File: src/design/lms_pkg.sv
// Shared types and constants for the lower median selector.
// Holds request and response payload structs and the sequencer state enum.
`timescale 1ns / 1ps

package lms_pkg;

   localparam int VALUE_W           = 32;
   localparam int DEFAULT_MAX_ITEMS = 64;

   typedef struct packed {
      logic signed [VALUE_W-1:0] value;
      logic                      last;
   } req_type;

   typedef struct packed {
      logic signed [VALUE_W-1:0] median;
      logic                      overflow;
   } rsp_type;

   typedef enum logic [2:0] {
      ST_LOAD,
      ST_CAND,
      ST_LATCH,
      ST_SWEEP,
      ST_DONE
   } lms_state_type;

endpackage

File: src/design/lms_store.sv
// Value store: one write port, one read port, registered read data.
// Depends on lms_pkg for the value width.
`timescale 1ns / 1ps

module lms_store #(
   parameter int MaxItems = lms_pkg::DEFAULT_MAX_ITEMS,
   localparam int AW      = $clog2(MaxItems)
) (
   input  logic                        clock,
   input  logic                        wr_en,
   input  logic [AW-1:0]               wr_addr,
   input  logic [lms_pkg::VALUE_W-1:0] wr_data,
   input  logic [AW-1:0]               rd_addr,
   output logic [lms_pkg::VALUE_W-1:0] rd_data
);

   logic [lms_pkg::VALUE_W-1:0] mem_ff [MaxItems];
   logic [lms_pkg::VALUE_W-1:0] rd_data_ff;

   always_ff @(posedge clock) begin
      if (wr_en) begin
         mem_ff[wr_addr] <= wr_data;
      end
      rd_data_ff <= mem_ff[rd_addr];
   end

   assign rd_data = rd_data_ff;

endmodule

File: src/design/lms_ctrl.sv
// Load and rank-select sequencer for the lower median selector.
// Drives lms_store; uses lms_pkg for payload types and state enum.
`timescale 1ns / 1ps

module lms_ctrl #(
   parameter int MaxItems = lms_pkg::DEFAULT_MAX_ITEMS,
   localparam int AW      = $clog2(MaxItems),
   localparam int CNT_W   = $clog2(MaxItems + 1)
) (
   input  logic                        clock,
   input  logic                        reset,
   input  logic                        req_valid,
   output logic                        req_ready,
   input  lms_pkg::req_type            req_payload,
   output logic                        wr_en,
   output logic [AW-1:0]               wr_addr,
   output logic [lms_pkg::VALUE_W-1:0] wr_data,
   output logic [AW-1:0]               rd_addr,
   input  logic [lms_pkg::VALUE_W-1:0] rd_data,
   output logic                        res_valid,
   input  logic                        res_ready,
   output lms_pkg::rsp_type            res_payload
);

   lms_pkg::lms_state_type state_ff, state_in;

   logic [CNT_W-1:0]                  cnt_ff, cnt_in;
   logic                              ovf_ff, ovf_in;
   logic [CNT_W-1:0]                  n_ff, n_in;
   logic [AW-1:0]                     k_ff, k_in;
   logic [AW-1:0]                     i_ff, i_in;
   logic [CNT_W-1:0]                  j_ff, j_in;
   logic [CNT_W-1:0]                  rank_ff, rank_in;
   logic                              iss_ff, iss_in;
   logic [AW-1:0]                     idx_ff, idx_in;
   logic signed [lms_pkg::VALUE_W-1:0] cand_ff, cand_in;

   logic             has_room;
   logic [CNT_W-1:0] cnt_new;
   logic             less;

   always_ff @(posedge clock) begin
      if (reset) begin
         state_ff <= lms_pkg::ST_LOAD;
         cnt_ff   <= '0;
         ovf_ff   <= 1'b0;
         iss_ff   <= 1'b0;
      end else begin
         state_ff <= state_in;
         cnt_ff   <= cnt_in;
         ovf_ff   <= ovf_in;
         iss_ff   <= iss_in;
      end
      n_ff    <= n_in;
      k_ff    <= k_in;
      i_ff    <= i_in;
      j_ff    <= j_in;
      rank_ff <= rank_in;
      idx_ff  <= idx_in;
      cand_ff <= cand_in;
   end

   assign has_room = cnt_ff < CNT_W'(MaxItems);
   assign cnt_new  = cnt_ff + CNT_W'(has_room);
   assign less     = ($signed(rd_data) < cand_ff) ||
                     (($signed(rd_data) == cand_ff) && (idx_ff < i_ff));

   assign wr_addr = cnt_ff[AW-1:0];
   assign wr_data = req_payload.value;

   assign res_payload.median   = cand_ff;
   assign res_payload.overflow = ovf_ff;

   always_comb begin
      state_in  = state_ff;
      cnt_in    = cnt_ff;
      ovf_in    = ovf_ff;
      n_in      = n_ff;
      k_in      = k_ff;
      i_in      = i_ff;
      j_in      = j_ff;
      rank_in   = rank_ff;
      iss_in    = 1'b0;
      idx_in    = idx_ff;
      cand_in   = cand_ff;
      req_ready = 1'b0;
      wr_en     = 1'b0;
      rd_addr   = i_ff;
      res_valid = 1'b0;
      unique case (state_ff)
         lms_pkg::ST_LOAD: begin
            req_ready = 1'b1;
            if (req_valid) begin
               if (has_room) begin
                  wr_en = 1'b1;
               end else begin
                  ovf_in = 1'b1;
               end
               cnt_in = cnt_new;
               if (req_payload.last) begin
                  n_in     = cnt_new;
                  k_in     = AW'((cnt_new - CNT_W'(1)) >> 1);
                  i_in     = '0;
                  state_in = lms_pkg::ST_CAND;
               end
            end
         end
         lms_pkg::ST_CAND: begin
            rd_addr  = i_ff;
            state_in = lms_pkg::ST_LATCH;
         end
         lms_pkg::ST_LATCH: begin
            cand_in  = $signed(rd_data);
            j_in     = '0;
            rank_in  = '0;
            state_in = lms_pkg::ST_SWEEP;
         end
         lms_pkg::ST_SWEEP: begin
            if (j_ff < n_ff) begin
               rd_addr = j_ff[AW-1:0];
               iss_in  = 1'b1;
               idx_in  = j_ff[AW-1:0];
               j_in    = j_ff + CNT_W'(1);
            end
            if (iss_ff && less) begin
               rank_in = rank_ff + CNT_W'(1);
            end
            if ((j_ff == n_ff) && !iss_ff) begin
               if (rank_ff == CNT_W'(k_ff)) begin
                  state_in = lms_pkg::ST_DONE;
               end else begin
                  i_in     = i_ff + AW'(1);
                  state_in = lms_pkg::ST_CAND;
               end
            end
         end
         lms_pkg::ST_DONE: begin
            res_valid = 1'b1;
            if (res_ready) begin
               cnt_in   = '0;
               ovf_in   = 1'b0;
               state_in = lms_pkg::ST_LOAD;
            end
         end
         default: begin
            state_in = lms_pkg::ST_LOAD;
         end
      endcase
   end

   a_cnt_bound: assert property (@(posedge clock) disable iff (reset)
      cnt_ff <= CNT_W'(MaxItems))
      else $error("item count above store depth");

   a_cand_in_list: assert property (@(posedge clock) disable iff (reset)
      (state_ff != lms_pkg::ST_LOAD) |-> (CNT_W'(i_ff) < n_ff && CNT_W'(k_ff) < n_ff))
      else $error("candidate or target rank outside list");

   a_sweep_bound: assert property (@(posedge clock) disable iff (reset)
      (state_ff == lms_pkg::ST_SWEEP) |-> (j_ff <= n_ff && rank_ff <= n_ff))
      else $error("sweep index or rank past list length");

   a_done_rank: assert property (@(posedge clock) disable iff (reset)
      (state_ff == lms_pkg::ST_SWEEP && state_in == lms_pkg::ST_DONE)
      |-> (rank_ff == CNT_W'(k_ff)))
      else $error("result taken with wrong rank");

endmodule

File: src/design/lower_median_select.sv
// Top level of the lower median selector: request/response handshakes.
// Instantiates lms_ctrl and lms_store; uses lms_pkg payload types.
//
//   channel   direction  handshake               payload
//   req_      in         req_valid / req_ready   lms_pkg::req_type (value, last)
//   rsp_      out        rsp_valid / rsp_ready   lms_pkg::rsp_type (median, overflow)
//
// Loading takes one request per cycle through the store write port.
// After the last request, each candidate is ranked by a sweep of the single
// store read port.
// Reset clears the count, overflow flag, sequencer state and response valid.
// A pending response holds the sequencer in its done state; loading of the
// next list waits until the response slot frees.
`timescale 1ns / 1ps

module lower_median_select #(
   parameter int MaxItems = lms_pkg::DEFAULT_MAX_ITEMS
) (
   input  logic             clock,
   input  logic             reset,
   input  logic             req_valid,
   output logic             req_ready,
   input  lms_pkg::req_type req_payload,
   output logic             rsp_valid,
   input  logic             rsp_ready,
   output lms_pkg::rsp_type rsp_payload
);

   localparam int AW = $clog2(MaxItems);

   logic                        wr_en;
   logic [AW-1:0]               wr_addr;
   logic [lms_pkg::VALUE_W-1:0] wr_data;
   logic [AW-1:0]               rd_addr;
   logic [lms_pkg::VALUE_W-1:0] rd_data;
   logic                        res_valid;
   logic                        res_ready;
   lms_pkg::rsp_type            res_payload;

   logic             rsp_valid_ff, rsp_valid_in;
   lms_pkg::rsp_type rsp_payload_ff, rsp_payload_in;

   lms_ctrl #(.MaxItems(MaxItems)) u_ctrl (
      .clock       (clock),
      .reset       (reset),
      .req_valid   (req_valid),
      .req_ready   (req_ready),
      .req_payload (req_payload),
      .wr_en       (wr_en),
      .wr_addr     (wr_addr),
      .wr_data     (wr_data),
      .rd_addr     (rd_addr),
      .rd_data     (rd_data),
      .res_valid   (res_valid),
      .res_ready   (res_ready),
      .res_payload (res_payload)
   );

   lms_store #(.MaxItems(MaxItems)) u_store (
      .clock   (clock),
      .wr_en   (wr_en),
      .wr_addr (wr_addr),
      .wr_data (wr_data),
      .rd_addr (rd_addr),
      .rd_data (rd_data)
   );

   assign res_ready = !rsp_valid_ff || rsp_ready;

   always_comb begin
      rsp_valid_in   = rsp_valid_ff && !rsp_ready;
      rsp_payload_in = rsp_payload_ff;
      if (res_valid && res_ready) begin
         rsp_valid_in   = 1'b1;
         rsp_payload_in = res_payload;
      end
   end

   always_ff @(posedge clock) begin
      if (reset) begin
         rsp_valid_ff <= 1'b0;
      end else begin
         rsp_valid_ff <= rsp_valid_in;
      end
      rsp_payload_ff <= rsp_payload_in;
   end

   assign rsp_valid   = rsp_valid_ff;
   assign rsp_payload = rsp_payload_ff;

endmodule
File: config.mk
export PLATFORM = sky130hd
export DESIGN_NAME = lower_median_select
export DESIGN_NICKNAME = d
export VERILOG_FILES = /design/src/design/lms_pkg.sv /design/src/design/lms_store.sv /design/src/design/lms_ctrl.sv /design/src/design/lower_median_select.sv
export SDC_FILE = /design/constraint.sdc
export NUM_CORES = 2
export LEC_CHECK = 0
export BUFFER_PORTS_ARGS = -buffer_cell sky130_fd_sc_hd__buf_2
export CAP_MARGIN = 15
export CORE_UTILIZATION = 40
export CTS_CLUSTER_SIZE = 20
export DETAILED_ROUTE_END_ITERATION = 6
export PLACE_DENSITY_LB_ADDON = 0.2
export SETUP_SLACK_MARGIN = 0.15
export SYNTH_ARGS = -nofsm -noshare
export SYNTH_HDL_FRONTEND = slang
export SYNTH_SLANG_ARGS = --single-unit
export TNS_END_PERCENT = 20
File: constraint.sdc
create_clock -name clock -period 4.8 [get_ports clock]
set_clock_uncertainty 0.1 [all_clocks]
set_input_delay 0.24 -clock clock [delete_from_list [all_inputs] [get_ports clock]]
set_output_delay 0.24 -clock clock [all_outputs]
set_load 0.02 [all_outputs]
==> results.json <==
{
  "cts_tree": "done",
  "yosysUniqueCellTypes": 82,
  "hold_slack_ns": 0.175,
  "die_y_um": 469,
  "tns_ns": 0,
  "drt_pass1_iterations": 6,
  "synth_top_cell_by_area": "edfxtp_1",
  "setup_violations": 0,
  "core_sq_um": 215000,
  "clk_latency_ns": 0.89,
  "period_minus_slack_ns": 4.54,
  "path_clk_slew_ns": 0.06,
  "synth-edff-count": 2152,
  "netlist_area_sq_um": 87100,
  "yosys_warnings": 0,
  "synth-async-reset-ratio_pct": 0,
  "overflow": 0,
  "grt_pass1_wl_mm": 403,
  "die_area_sq_um": 220000,
  "start_kind": "flip-flop",
  "synth.most_common_cell": "edfxtp_1",
  "fin_util_pct": 46.9,
  "io_pins": 72,
  "hpwl_mm": 170,
  "ys_ff_latch": 2197,
  "grt_max_degree": 136,
  "htree_levels": 4,
  "critPathMaxFanout": 55,
  "avgSynthCellArea_sq_um": 14.2,
  "post-place-cells": 9023,
  "wire_per_inst_um": 30.4,
  "slowest_stage": "a21oi_2",
  "worst_slew_pin_slew_ns": 0.977,
  "netlist.area_leader.share_pct": 74.2,
  "max_freq_mhz": 220,
  "syn_inst": 6137,
  "synth_nets": 6224,
  "rsz0062_at_grt": "true",
  "grt_usage_pct": 25.9,
  "drc": 0,
  "stdcell_area_sq_um": 101000,
  "viasPerCell": 5.92,
  "holdCritPathClass": "primary input to flip-flop",
  "yosysSeqAreaShare_pct": 75.2,
  "max_stage_delay_ns": 0.54,
  "cts-root-buf": "clkbuf_16",
  "syn2layout_area_growth_pct": 16.1,
  "cp_cell_sequence": "ha_1, nand4_1, a21oi_2, nor3_4, nor2_8, buf_12, buf_4, a211oi_1, a311oi_1, o221ai_1, nand4_1, o211a_1, buf_12",
  "initial_core_util_pct": 40.4,
  "required_ns": 5.54,
  "nets": 6539,
  "cap_violations": 0,
  "initialDrtViolationCount": 7726,
  "grt_pass1_vias": 52900,
  "drive_gt1_share_pct": 13.4,
  "cts_buffers": 222,
  "cp.arrival_ns": 5.27,
  "cellLeakagePower_nw": 34.3,
  "crit_type": "flip-flop to flip-flop",
  "synth_area_leaders": "edfxtp_1 (74%), nand2_1 (6.1%), mux2i_1 (2.0%)",
  "clock-sinks": 2197,
  "place_area_sq_um": 93300,
  "fill_cells": 18800,
  "irDropWorstVdd_mv": 0.357,
  "fin_cells": 9488,
  "drt.antenna.violating_nets": 0,
  "cts_buffer_depth": 3,
  "row_count": 170,
  "slew_violations": 0,
  "crit_family": "compound AO/OA/AOI/OAI gates",
  "fp.dieW_um": 469,
  "finalHoldViolCount": 0,
  "cp-end-kind": "flip-flop",
  "crit_buf_inv": 3,
  "synth_common_cells": "edfxtp_1 (2152), nand2_1 (1421), nand3_1 (308), a21oi_1 (258), buf_2 (190)",
  "wirelength_mm": 288,
  "vias": 56200,
  "synth-main-ff-cell": "edfxtp_1",
  "max_slew_margin_pct": 34.4,
  "io_buffers": 71,
  "status": "completed",
  "period_share_pct": 94.5,
  "antenna_found_initial": 20,
  "powerDensity_nw_per_um2": 512,
  "place_congestion": 0.893
}
cell families (layout without fill, tap and decap cells):
logic type      Yosys count  in the layout  synth area share (%)
flops                  2197           2197                  75.2
compound gates          978            978                  7.69
fa+ha+maj                50             50                 0.718
simple gates           2238           2239                  11.2
buf+inv                 436            940                  2.39
mux                     207            207                  2.49
other cells               0              8                     0
xor+xnor                 31             31                 0.312
worst register-to-register path: stages (launching register included):
cell and delay (ns):
edfxtp_1 0.49, ha_1 0.35, nand4_1 0.18, a21oi_2 0.54, nor3_4 0.18, nor2_8 0.45, buf_12 0.39, buf_4 0.29
a211oi_1 0.07, a311oi_1 0.49, o221ai_1 0.22, nand4_1 0.39, o211a_1 0.28, buf_12 0.10
layout make-up:
cell class	instances	area, sq um	area share, %
clock inverters	117	1190	1.17
clock buffers	297	6050	5.99
diodes	8	20.0	0.0198
flip-flops and latches	2197	65500	64.8
repair buffers	473	4390	4.34
well taps	2838	3550	3.51
multi-input cells	3505	20200	20.0
inverters	53	199	0.197
registers in the layout (all words and copies together) (netlist names), 7 cells and up:
name and count:
u_ctrl.n_ff 7, u_store.mem_ff 2048, rsp_payload 33, u_ctrl.j_ff 7
u_ctrl.cand_ff 32, u_store.rd_data 32, u_ctrl.cnt_ff 7, u_ctrl.rank_ff 7
metal layers:
metal	wire, um	GRT usage (%)	up-vias
met1	119000	36.4	28700
met3	28500	5.37	523
met4	10100	8.90	20
li1	-	-	24000
met2	130000	40.0	2916
met5	130	0	-
worst paths after layout:
path / from / end / slack (ns) / depth (start not counted)
worst max-delay path: u_ctrl.j_ff[5] / u_store.rd_data[0] / 0.26 / 13
worst min-delay path: req_payload[9] / u_store.mem_ff[49][8] / 0.17 / 2
worst max register to register: u_ctrl.j_ff[5] / u_store.rd_data[0] / 0.26 / 13
worst min register to register: u_ctrl.ovf_ff / rsp_payload[0] / 0.34 / 0
layout by cell type (no fill, tap or decap), types with 13 or more instances in the layout:
| master | instances |
|---|---|
| mux2i_1 | 173 |
| o221ai_1 | 61 |
| nand2_1 | 1416 |
| nand3_1 | 307 |
| nand4_1 | 40 |
| a21oi_1 | 257 |
| clkbuf_16 | 225 |
| clkinv_1 | 50 |
| a311oi_1 | 89 |
| o211ai_1 | 16 |
| nor2_4 | 67 |
| ha_1 | 50 |
| inv_1 | 53 |
| a211oi_1 | 149 |
| buf_2 | 71 |
| a31oi_1 | 134 |
| nor2_1 | 68 |
| dfxtp_1 | 45 |
| clkbuf_8 | 15 |
| buf_4 | 291 |
| xor2_1 | 16 |
| and3_1 | 174 |
| a32oi_1 | 21 |
| xnor2_1 | 15 |
| o22ai_1 | 36 |
| a2111oi_0 | 15 |
| clkbuf_1 | 57 |
| edfxtp_1 | 2152 |
| nor3_1 | 64 |
| clkinv_2 | 32 |
| mux2_2 | 25 |
| a22oi_1 | 16 |
| nor4_1 | 26 |
| o21ai_0 | 71 |
| a21o_1 | 13 |
| bufinv_16 | 18 |
| buf_12 | 72 |
| dlygate4sd3_1 | 38 |
through the flow:
stage | power (mW) | setup WS, ns
floorplan | 28.9 | 0.632
global placement | 34.6 | -1.11
detailed placement | 34.7 | -0.0781
CTS | 51.8 | 0.0860
global route | 53.5 | 0.127
finish | 51.8 | 0.264
where the power goes:
part,total [mW],switching [mW],internal (mW)
combinational,12.2,8.35,3.81
sequential,22.4,0.736,21.6
clock,17.3,7.45,9.81
repair_timing:
action                                  4_1_cts  5_1_grt
buffers inserted                              0        0
hold buffers                                 34        4
endpoints found under the setup margin        5       22
gates cloned                                  1        0
gates resized for setup                       3       10
endpoints found under the hold margin      1254      208
pin swaps                                     1        2
(Power assumes the default switching activity.)
